--- config.mk ---
export PLATFORM = sky130hd
export DESIGN_NAME = color_sensor_frequency_classifier_unit
export DESIGN_NICKNAME = d
export VERILOG_FILES = /design/src/hw/rtl/csfc_pkg.sv /design/src/hw/rtl/csfc_front.sv /design/src/hw/rtl/csfc_queue.sv /design/src/hw/rtl/csfc_back.sv /design/src/hw/rtl/color_sensor_frequency_classifier_unit.sv
export SDC_FILE = /design/constraint.sdc
export NUM_CORES = 2
export LEC_CHECK = 0
export BUFFER_PORTS_ARGS = -buffer_cell sky130_fd_sc_hd__buf_4
export CELL_PAD_IN_SITES_DETAIL_PLACEMENT = 0
export CELL_PAD_IN_SITES_GLOBAL_PLACEMENT = 1
export CORE_MARGIN = 5
export CORE_UTILIZATION = 35
export CTS_BUF_LIST = sky130_fd_sc_hd__clkbuf_4 sky130_fd_sc_hd__clkbuf_8 sky130_fd_sc_hd__clkbuf_16
export CTS_CLUSTER_SIZE = 24
export DETAILED_ROUTE_END_ITERATION = 7
export PLACE_DENSITY = 0.59
export SLEW_MARGIN = 20
export SYNTH_ARGS = -nofsm -noshare
export SYNTH_HDL_FRONTEND = slang
export SYNTH_SLANG_ARGS = --single-unit
export TNS_END_PERCENT = 1
--- constraint.sdc ---
create_clock -name clk -period 8.87 [get_ports clk]
set_input_delay 1.3305 -clock clk [delete_from_list [all_inputs] [get_ports clk]]
set_output_delay 1.3305 -clock clk [all_outputs]
set_load 0.02 [all_outputs]
--- src/hw/rtl/csfc_pkg.sv ---
// Package of shared types and constants for the colour sensor frequency classifier.
`timescale 1ns / 1ps

package csfc_pkg;

	localparam int StampW = 16;
	localparam int FilterW = 2;
	localparam int FreqW = 20;
	localparam int ClassW = 2;
	localparam int GainW = 8;
	localparam int MarginW = 16;
	localparam int ProdW = FreqW + GainW;
	localparam int SumW = ProdW + 1;
	localparam int DivSteps = FreqW;
	localparam int DefaultQueueDepth = 2;

	localparam logic [FreqW-1:0] FreqScale = 20'd1000000;
	localparam logic [StampW-1:0] WrapSpan = 16'hFFFF;
	localparam logic [FreqW-1:0] RedOffset = 20'd100;
	localparam logic [FreqW-1:0] BlueRedOffset = 20'd95;

	localparam logic [GainW-1:0] GainReset = 8'd1;
	localparam logic [MarginW-1:0] MarginReset = 16'd100;

	localparam logic [FilterW-1:0] FILTER_RED = 2'd0;
	localparam logic [FilterW-1:0] FILTER_GREEN = 2'd1;
	localparam logic [FilterW-1:0] FILTER_BLUE = 2'd2;
	localparam logic [FilterW-1:0] FILTER_NONE = 2'd3;

	localparam logic [ClassW-1:0] CLASS_RED = 2'd0;
	localparam logic [ClassW-1:0] CLASS_GREEN = 2'd1;
	localparam logic [ClassW-1:0] CLASS_BLUE = 2'd2;
	localparam logic [ClassW-1:0] CLASS_MIXED = 2'd3;

	localparam logic [1:0] CFG_GREEN_GAIN = 2'd0;
	localparam logic [1:0] CFG_BLUE_GAIN = 2'd1;
	localparam logic [1:0] CFG_MARGIN = 2'd2;

	typedef struct packed {
		logic [StampW-1:0] capture_time;
		logic [FilterW-1:0] filter_sel;
	} in_item_t;

	typedef struct packed {
		logic [FilterW-1:0] filter_out;
		logic [FreqW-1:0] freq_value;
		logic [ClassW-1:0] color_class;
		logic zero_period;
	} out_item_t;

	typedef struct packed {
		logic [FilterW-1:0] sel;
		logic [StampW-1:0] period;
		logic zero;
	} job_t;

	typedef struct packed {
		logic [GainW-1:0] green_gain;
		logic [GainW-1:0] blue_gain;
		logic [MarginW-1:0] margin;
	} cfg_t;

endpackage

--- src/hw/rtl/csfc_front.sv ---
// Front end: pairs capture stamps and forms the period of each completed pair.
`timescale 1ns / 1ps

module csfc_front
	import csfc_pkg::*;
(
	input  logic     clk,
	input  logic     arst_n,
	input  logic     in_valid,
	output logic     in_stall,
	input  in_item_t in_data,
	output logic     push,
	output job_t     job,
	input  logic     queue_full
);

	logic awaiting_q;
	logic [StampW-1:0] first_stamp_q;
	logic accept;
	logic usable;

	assign in_stall = queue_full;
	assign accept = in_valid && !in_stall;
	assign usable = accept && (in_data.filter_sel != FILTER_NONE);
	assign push = usable && awaiting_q;

	always_comb begin
		job.sel = in_data.filter_sel;
		if (in_data.capture_time > first_stamp_q) begin
			job.period = in_data.capture_time - first_stamp_q;
		end else begin
			job.period = (WrapSpan - first_stamp_q) + in_data.capture_time;
		end
		job.zero = (job.period == '0);
	end

	always_ff @(posedge clk or negedge arst_n) begin
		if (!arst_n) begin
			awaiting_q <= 1'b0;
			first_stamp_q <= '0;
		end else if (usable) begin
			if (!awaiting_q) begin
				first_stamp_q <= in_data.capture_time;
			end
			awaiting_q <= !awaiting_q;
		end
	end

	a_push_needs_first: assert property (@(posedge clk) disable iff (!arst_n)
		push |-> awaiting_q && (job.sel != FILTER_NONE))
		else $error("period pushed without a held first stamp");

endmodule

--- src/hw/rtl/csfc_queue.sv ---
// Short job queue between the front end and the divider back end.
`timescale 1ns / 1ps

module csfc_queue
	import csfc_pkg::*;
#(
	parameter int Depth = DefaultQueueDepth
) (
	input  logic clk,
	input  logic arst_n,
	input  logic push,
	input  job_t push_job,
	output logic full,
	output logic head_valid,
	output job_t head_job,
	input  logic pop
);

	localparam int PtrW = (Depth > 1) ? $clog2(Depth) : 1;
	localparam int CntW = $clog2(Depth + 1);

	job_t mem_q [Depth];
	logic [PtrW-1:0] wr_ptr_q;
	logic [PtrW-1:0] rd_ptr_q;
	logic [CntW-1:0] count_q;
	logic do_push;
	logic do_pop;

	assign full = (count_q == CntW'(Depth));
	assign head_valid = (count_q != '0);
	assign head_job = mem_q[rd_ptr_q];
	assign do_push = push && !full;
	assign do_pop = pop && head_valid;

	always_ff @(posedge clk) begin
		if (do_push) begin
			mem_q[wr_ptr_q] <= push_job;
		end
	end

	always_ff @(posedge clk or negedge arst_n) begin
		if (!arst_n) begin
			wr_ptr_q <= '0;
			rd_ptr_q <= '0;
			count_q <= '0;
		end else begin
			if (do_push) begin
				wr_ptr_q <= (wr_ptr_q == PtrW'(Depth - 1)) ? '0 : wr_ptr_q + 1'b1;
			end
			if (do_pop) begin
				rd_ptr_q <= (rd_ptr_q == PtrW'(Depth - 1)) ? '0 : rd_ptr_q + 1'b1;
			end
			if (do_push && !do_pop) begin
				count_q <= count_q + 1'b1;
			end else if (do_pop && !do_push) begin
				count_q <= count_q - 1'b1;
			end
		end
	end

	a_no_overflow: assert property (@(posedge clk) disable iff (!arst_n)
		push |-> !full)
		else $error("job pushed into a full queue");

	a_count_bound: assert property (@(posedge clk) disable iff (!arst_n)
		count_q <= CntW'(Depth))
		else $error("queue count beyond its depth");

endmodule

--- src/hw/rtl/csfc_back.sv ---
// Back end: bit-serial divider, per-filter frequency store and classifier.
`timescale 1ns / 1ps

module csfc_back
	import csfc_pkg::*;
(
	input  logic      clk,
	input  logic      arst_n,
	input  cfg_t      cfg,
	input  logic      job_valid,
	input  job_t      job,
	output logic      pop,
	output logic      out_valid,
	input  logic      out_stall,
	output out_item_t out_data
);

	typedef enum logic [2:0] {
		ST_IDLE,
		ST_DIV,
		ST_MUL,
		ST_SUM,
		ST_CMP
	} state_t;

	localparam int CntW = $clog2(DivSteps);

	state_t state_q;
	logic [FilterW-1:0] sel_q;
	logic zero_q;
	logic [StampW-1:0] divisor_q;
	logic [StampW-1:0] rem_q;
	logic [FreqW-1:0] quo_q;
	logic [CntW-1:0] cnt_q;
	logic [FreqW-1:0] chan_q [3];
	logic [FreqW-1:0] r_q;
	logic [ProdW-1:0] g_q;
	logic [ProdW-1:0] b_q;
	logic [FreqW:0] r_red_q;
	logic [FreqW:0] r_blue_q;
	logic [FreqW:0] rm_q;
	logic [SumW-1:0] gm_q;
	logic [SumW-1:0] bm_q;
	logic out_valid_q;
	out_item_t out_q;

	logic [StampW:0] rem_shift;
	logic div_ge;
	logic [StampW-1:0] rem_next;
	logic [FreqW-1:0] r_new;
	logic [FreqW-1:0] g_new;
	logic [FreqW-1:0] b_new;
	logic [ClassW-1:0] cls;

	assign pop = (state_q == ST_IDLE) && job_valid;
	assign out_valid = out_valid_q;
	assign out_data = out_q;

	// One restoring step per cycle; quo_q shifts the dividend out and quotient bits in.
	always_comb begin
		rem_shift = {rem_q, quo_q[FreqW-1]};
		div_ge = (rem_shift >= {1'b0, divisor_q});
		rem_next = div_ge ? StampW'(rem_shift - {1'b0, divisor_q}) : rem_shift[StampW-1:0];
	end

	always_comb begin
		r_new = (sel_q == FILTER_RED) ? quo_q : chan_q[0];
		g_new = (sel_q == FILTER_GREEN) ? quo_q : chan_q[1];
		b_new = (sel_q == FILTER_BLUE) ? quo_q : chan_q[2];
	end

	always_comb begin
		if ((SumW'(r_red_q) > gm_q) && (SumW'(r_blue_q) > bm_q)) begin
			cls = CLASS_RED;
		end else if ((SumW'(g_q) > SumW'(rm_q)) && (SumW'(g_q) > bm_q)) begin
			cls = CLASS_GREEN;
		end else if ((SumW'(b_q) > SumW'(rm_q)) && (SumW'(b_q) > gm_q)) begin
			cls = CLASS_BLUE;
		end else begin
			cls = CLASS_MIXED;
		end
	end

	always_ff @(posedge clk or negedge arst_n) begin
		if (!arst_n) begin
			state_q <= ST_IDLE;
			sel_q <= '0;
			zero_q <= 1'b0;
			divisor_q <= '0;
			rem_q <= '0;
			quo_q <= '0;
			cnt_q <= '0;
			r_q <= '0;
			g_q <= '0;
			b_q <= '0;
			r_red_q <= '0;
			r_blue_q <= '0;
			rm_q <= '0;
			gm_q <= '0;
			bm_q <= '0;
			out_valid_q <= 1'b0;
			out_q <= '0;
			chan_q[0] <= '0;
			chan_q[1] <= '0;
			chan_q[2] <= '0;
		end else begin
			// A result that leaves while the next one is loaded keeps valid high.
			if (out_valid_q && !out_stall && (state_q != ST_CMP)) begin
				out_valid_q <= 1'b0;
			end
			unique case (state_q)
				ST_IDLE: begin
					if (job_valid) begin
						sel_q <= job.sel;
						zero_q <= job.zero;
						divisor_q <= job.period;
						rem_q <= '0;
						quo_q <= FreqScale;
						cnt_q <= '0;
						state_q <= job.zero ? ST_MUL : ST_DIV;
					end
				end
				ST_DIV: begin
					rem_q <= rem_next;
					quo_q <= {quo_q[FreqW-2:0], div_ge};
					if (cnt_q == CntW'(DivSteps - 1)) begin
						state_q <= ST_MUL;
					end else begin
						cnt_q <= cnt_q + 1'b1;
					end
				end
				ST_MUL: begin
					if (sel_q == FILTER_RED) begin
						chan_q[0] <= quo_q;
					end
					if (sel_q == FILTER_GREEN) begin
						chan_q[1] <= quo_q;
					end
					if (sel_q == FILTER_BLUE) begin
						chan_q[2] <= quo_q;
					end
					r_q <= r_new;
					g_q <= g_new * cfg.green_gain;
					b_q <= b_new * cfg.blue_gain;
					state_q <= ST_SUM;
				end
				ST_SUM: begin
					r_red_q <= (FreqW + 1)'(r_q) + (FreqW + 1)'(RedOffset);
					r_blue_q <= (FreqW + 1)'(r_q) + (FreqW + 1)'(BlueRedOffset);
					rm_q <= (FreqW + 1)'(r_q) + (FreqW + 1)'(cfg.margin);
					gm_q <= SumW'(g_q) + SumW'(cfg.margin);
					bm_q <= SumW'(b_q) + SumW'(cfg.margin);
					state_q <= ST_CMP;
				end
				ST_CMP: begin
					if (!out_valid_q || !out_stall) begin
						out_q.filter_out <= sel_q;
						out_q.freq_value <= quo_q;
						out_q.color_class <= cls;
						out_q.zero_period <= zero_q;
						out_valid_q <= 1'b1;
						state_q <= ST_IDLE;
					end
				end
				default: begin
					state_q <= ST_IDLE;
				end
			endcase
		end
	end

	a_div_count: assert property (@(posedge clk) disable iff (!arst_n)
		(state_q == ST_DIV) |-> (cnt_q <= CntW'(DivSteps - 1)))
		else $error("divider step count out of range");

	a_zero_saturates: assert property (@(posedge clk) disable iff (!arst_n)
		(out_valid_q && out_q.zero_period) |-> (out_q.freq_value == FreqScale))
		else $error("zero period result not saturated");

endmodule

--- src/hw/rtl/color_sensor_frequency_classifier_unit.sv ---
// Top level of the colour sensor frequency classifier.
`timescale 1ns / 1ps

// Timer capture stamps arrive one per transfer, each tagged with the active colour
// filter; the filter code three is dropped without touching any state. The first
// stamp of a pair is held and yields nothing, the second completes the pair and
// yields one result: the filter, the frequency 1000000 / period (saturated to
// 1000000 with zero_period set when the period is zero), and a red, green, blue or
// mixed verdict over the three stored frequencies, green and blue scaled by their
// gains. A completed pair passes through a short job queue to the back end, which
// takes the job, runs the one-bit-per-cycle divider, then forms the gain products,
// the margin sums and the comparisons, taking no new job until the result is
// registered; a zero period skips the divider. The divider sets the sustained
// rate. The queue and the output register let the front end keep taking stamps,
// until the queue fills, while the back end divides or a result waits for its
// transfer. Gains and margin are written through the configuration channel,
// which is always ready, and should only be changed while no pair is in flight.

module color_sensor_frequency_classifier_unit
	import csfc_pkg::*;
#(
	parameter int QueueDepth = DefaultQueueDepth
) (
	input  logic               clk,
	input  logic               arst_n,
	input  logic               in_valid,
	output logic               in_stall,
	input  in_item_t           in_data,
	output logic               out_valid,
	input  logic               out_stall,
	output out_item_t          out_data,
	input  logic               cfg_valid,
	output logic               cfg_ready,
	input  logic [1:0]         cfg_index,
	input  logic [MarginW-1:0] cfg_data
);

	cfg_t cfg_q;
	logic push;
	job_t push_job;
	logic queue_full;
	logic head_valid;
	job_t head_job;
	logic pop;

	// Register writes complete in the cycle they are offered; an index beyond
	// the three registers is accepted and ignored.
	assign cfg_ready = 1'b1;

	always_ff @(posedge clk or negedge arst_n) begin
		if (!arst_n) begin
			cfg_q.green_gain <= GainReset;
			cfg_q.blue_gain <= GainReset;
			cfg_q.margin <= MarginReset;
		end else if (cfg_valid && cfg_ready) begin
			unique case (cfg_index)
				CFG_GREEN_GAIN: cfg_q.green_gain <= cfg_data[GainW-1:0];
				CFG_BLUE_GAIN:  cfg_q.blue_gain <= cfg_data[GainW-1:0];
				CFG_MARGIN:     cfg_q.margin <= cfg_data;
				default: begin
				end
			endcase
		end
	end

	// Front end: pairing of stamps and period arithmetic, one stamp per cycle while the queue is not full.
	csfc_front u_front (
		.clk        (clk),
		.arst_n     (arst_n),
		.in_valid   (in_valid),
		.in_stall   (in_stall),
		.in_data    (in_data),
		.push       (push),
		.job        (push_job),
		.queue_full (queue_full)
	);

	// Decoupling queue of periods awaiting division.
	csfc_queue #(
		.Depth (QueueDepth)
	) u_queue (
		.clk        (clk),
		.arst_n     (arst_n),
		.push       (push),
		.push_job   (push_job),
		.full       (queue_full),
		.head_valid (head_valid),
		.head_job   (head_job),
		.pop        (pop)
	);

	// Back end: division, frequency store, classification and output register.
	csfc_back u_back (
		.clk       (clk),
		.arst_n    (arst_n),
		.cfg       (cfg_q),
		.job_valid (head_valid),
		.job       (head_job),
		.pop       (pop),
		.out_valid (out_valid),
		.out_stall (out_stall),
		.out_data  (out_data)
	);

endmodule
==> results.md <==
Synthesis:
- The number of synthesized flops with an enable pin is 38.
- The most area-hungry cell type in the Yosys netlist is dfrtp_1.
- After synthesis the cells add up to 34490 sq um.
- The number of nets in the synthesized netlist is 4310.
- For this run, the leading register cell type out of synthesis is dfrtp_1.
- For this run, the number of Yosys warnings is 0.
- The top-area cell type share of the netlist area is 0.2714.
- Of the synthesized area, sequential elements account for 0.3083.
- By area the synthesized netlist is led by dfrtp_1 27%, fa_1 13%, ha_1 12%.
- Each instance of the synthesized netlist takes up on average 9.258 sq um.
- For this run, asynchronously set or reset flops after synthesis account for 0.9089.
- The post-synthesis instance total is 3725.
- Synthesis inferred 417 register bits.
- Counting distinct cell types in the post-synthesis netlist gives 91.

STA:
- Counting I/O delays and the setup requirement, the final critical path takes approximately 7 ns.
- Based on the critical path, the design can be clocked at up to about 140 MHz.
- Dividing the final minimum period by the clock period gives 0.8048.
- The count of pins over their slew limit is 0.
- The final number of setup-violating endpoints is 0.
- The relative slew slack is 0.3019.
- For the final database, setup skew stands at approximately 0.017 ns.
- The count of final hold-check violations was 0.
- The actual slew at the worst max-slew pin is ~1.0 ns.
- Setup repair after global routing left no endpoint under its margin.
- In the final timing run, aggregate negative setup slack is 0 ns.

Clocking:
- In this run the deepest clock path goes through 3 buffers.
- CTS placed an instance of clkbuf_16 at the clock tree root.
- Hold repair after CTS inserted 0 buffers.
- TritonCTS created 52 clock buffers.
- The count of H-tree levels built during CTS is 2.
- The TritonCTS clock tree is done.
- Clock-pin slew was measured on the worst setup and hold paths at 0.06 ns.
- The number of setup buffers added after CTS is 0.
- The clock latency reported for the late side of the worst-skew pair is approximately 0.64 ns.
- The number of cells upsized or downsized after cts is 0.
- The clock net in this run drives a total of 417 sinks.

Layout:
- In the final design database the tool counted 4330 nets.
- Summing all non-filler instances in the final layout gives an area of between 30000 and 40000 sq um.
- The fraction of final layout cells sized beyond drive strength 1 is 0.08894.
- Compared with the post-synthesis result, the final layout area differs by 10.86%.
- The number of inserted filler cells in the final layout is between 10000 and 15000.

Drt:
- The number of detailed-routing iterations run before antenna repair is 7.
- The count of unresolved DRC violations after routing is 0.
- For this block, the initial DRC count from the detailed router was 1365.
- The routed via count is 25403.
- The via density per instance is roughly 5.
- In this run the remaining antenna-violating nets after routing total 0.
- The final layout contains routed wiring with a total length of 101000 um.
- The average detailed-routed wire length per instance is 19.89 um.

Power and ir drop:
- IR analysis of the VDD net gives a maximum drop of 0.1747 mV.
- The total leakage power is 18.34 nW.
- Dividing total power by cell area gives a power density of 385.5 nW/um^2.

Critical path:
- STA puts the critical path data required time at 9.45 ns.
- The standard cell with the maximum stage delay on the critical path is nor2b_2.
- In this design, the critical path's most frequently occurring cell is fa_1.
- The classification of the worst setup path is reg -> reg.
- Across all register-to-register paths, the minimum setup slack is 1.73 ns.
- Along the worst path, the maximum fanout reaches 12.
- The maximum single-stage delay on the critical path is 0.70 ns.
- The signal arrival time at the worst endpoint is 7.72 ns.
- The worst setup path is launched from a flop.
- The worst setup path is captured at a flop.
- The signal on the critical path passes through nor2b_2, buf_4, mux2i_1, nor2b_1, fa_1, fa_1, fa_1, inv_1, fa_1, inv_1, ha_1, nand2_1, nor4b_1, o21ai_0, a31oi_1, o31ai_1, a21boi_0, o41ai_1, or4b_2, nand3_1.
- The beginning of the worst register-to-register path is u_back.sel_q[0].
- The critical path launch point is u_back.sel_q[0].

Floorplan:
- The die covers ~100000 sq um.
- The die is 323.9 um tall.
- The floorplan has 115 rows.
- The placeable core region is 98130 sq um.
- For this configuration, the core starts out at a cell density of 0.3514.
- The floorplan die width is 323.9 um.
- The count of boundary I/O pins is 69.

Placement:
- The instance area after placement is 36390 sq um.
- The count of buffers added on input and output ports is 67.
- The weighted congestion at the end of routability-driven global placement is 0.8274.
- The HPWL after detailed placement is 76810 um.

Hold path:
- The min-delay analysis places its worst path in the category reg -> reg.
- The worst hold path begins at u_back.chan_q[16].

Global routing:
- The via count of the first global-routing pass is about 26000.
- Entering global routing, the biggest net connects 211 pins.
- The leftover overflow at the end of global routing is 0.
- The initial antenna violation count is 4.
- The first-pass GRT wire length is 158000 um.
- For this run, the total global-route usage over all layers was measured as 0.1943.

Outcome:
- The run finished with clean final reports.

Flow run:
- The number of max-capacitance violations reported is 0.
## per-stage QoR
step / hold WS (ns) / instances / total power [W] / worst slack [ns] / util
after global placement: 0.4533 / 4978 / 0.01257 / 1.751 / 0.3708
after floorplan: 0.4403 / 3725 / 0.009804 / 2.762 / -
after CTS: 0.4767 / 5076 / 0.01496 / 1.698 / 0.3895
after global routing: 0.4959 / 5076 / 0.01631 / 1.268 / 0.3895
after detailed placement: 0.4617 / 4978 / 0.01258 / 1.747 / 0.3708
final: 0.4744 / 5078 / 0.01474 / 1.731 / 0.3896
## area by class of cell
| type | count | area (sq um) | area share |
|---|---|---|---|
| multi-input combinational | 2757 | 21780 | 0.5698 |
| tap | 1287 | 1610 | 0.04212 |
| clock buffer | 68 | 1478 | 0.03865 |
| timing repair buffer | 100 | 795.8 | 0.02081 |
| antenna | 2 | 5.005 | 0.0001309 |
| clock inverter | 30 | 360.3 | 0.009425 |
| inverter | 417 | 1565 | 0.04094 |
| sequential | 417 | 10630 | 0.2781 |
## kinds of logic after synthesis
| logic type | Yosys count | share of synthesized area |
|---|---|---|
| buffers and inverters | 551 | 0.06117 |
| other | 1 | 0.0001087 |
| AND/OR/NAND/NOR | 1207 | 0.1744 |
| flip-flops | 417 | 0.3083 |
| XOR/XNOR | 163 | 0.04140 |
| AO/OA/AOI/OAI | 692 | 0.1222 |
| adder cells (fa/ha/maj) | 544 | 0.2457 |
| multiplexers | 150 | 0.04669 |
## cell usage in the layout (no fill, tap or decap), drive strengths merged, types with 45 or more instances in the layout
cell type,count
mux2,87
mux2i,63
nor2b,234
xnor2,86
nand4,50
fa,222
clkbuf,68
xor2,77
buf,100
and2,45
nand3,73
inv,420
nand2b,56
a21oi,137
ha,322
nor3,50
o21ai,296
nand2,469
nor2,133
a21o,93
dfrtp,374
## flip-flops by register name, indices dropped and copies added, names as in the netlist, 3 cells and up
signal / count
u_back.cnt_q: 5
u_back.state_q: 3
u_back.r_blue_q: 21
u_back.quo_q: 20
u_back.g_q: 28
u_back.rem_q: 16
u_queue.mem_q: 38
cfg_q: 32
u_back.divisor_q: 16
u_back.chan_q: 60
u_front.first_stamp_q: 16
u_back.b_q: 28
u_back.out_data: 25
u_back.gm_q: 29
u_back.bm_q: 29
u_back.rm_q: 21
u_back.r_red_q: 21
## power by group
part	internal (W)	switching, W
combinational	0.00359	0.00537
sequential	0.00263	0.000870
clock	0.00136	0.000923
total	0.00758	0.00716
## cell usage after synthesis, types with 5 or more instances
library cell	number
nand2_1	468
inv_1	416
dfrtp_1	374
ha_1	322
o21ai_0	295
nor2b_1	234
fa_1	222
a21oi_1	134
nor2_1	133
clkbuf_1	117
a21o_1	93
mux2_2	87
xnor2_1	86
xor2_1	77
nand3_1	72
mux2i_1	63
nand2b_1	56
nand4_1	49
nor3_1	49
and2_1	43
edfxtp_1	38
and3_1	23
a211oi_1	20
o21a_1	18
o211ai_1	16
nor4_1	15
o31ai_1	15
o21bai_1	12
or2_2	12
a31oi_1	11
or3_1	10
o22ai_1	8
buf_1	7
nand3b_1	7
a2111oi_0	6
nor3b_1	6
dfstp_2	5
o311ai_0	5
## worst paths after layout
check,endpoint,cells after the start
min in group asynchronous,u_back.bm_q[10],1
setup reg to reg,u_back.g_q[26],20
setup / recovery,u_back.g_q[26],20
max in group asynchronous,u_queue.rd_ptr_q,2
hold / removal,u_back.chan_q[16],2
hold reg to reg,u_back.chan_q[16],2
## worst max-delay path: cells and delay by family (launching register included)
kind | cells | cell delay, ns
adder cells (fa/ha/maj) | 5 | 2.43
multiplexers | 1 | 0.70
AO/OA/AOI/OAI | 5 | 1.08
flip-flops | 1 | 0.40
AND/OR/NAND/NOR | 6 | 1.98
buffers and inverters | 3 | 0.46
## per-layer routing
layer,GRT usage,part of all wire,vias up
li1,-,-,12580
met1,0.2869,0.50,12392
met2,0.3116,0.45,350
met3,0.02152,0.032,81
met4,0.03805,0.017,0
met5,0,0,-
Power figures use the tool's default switching activity.
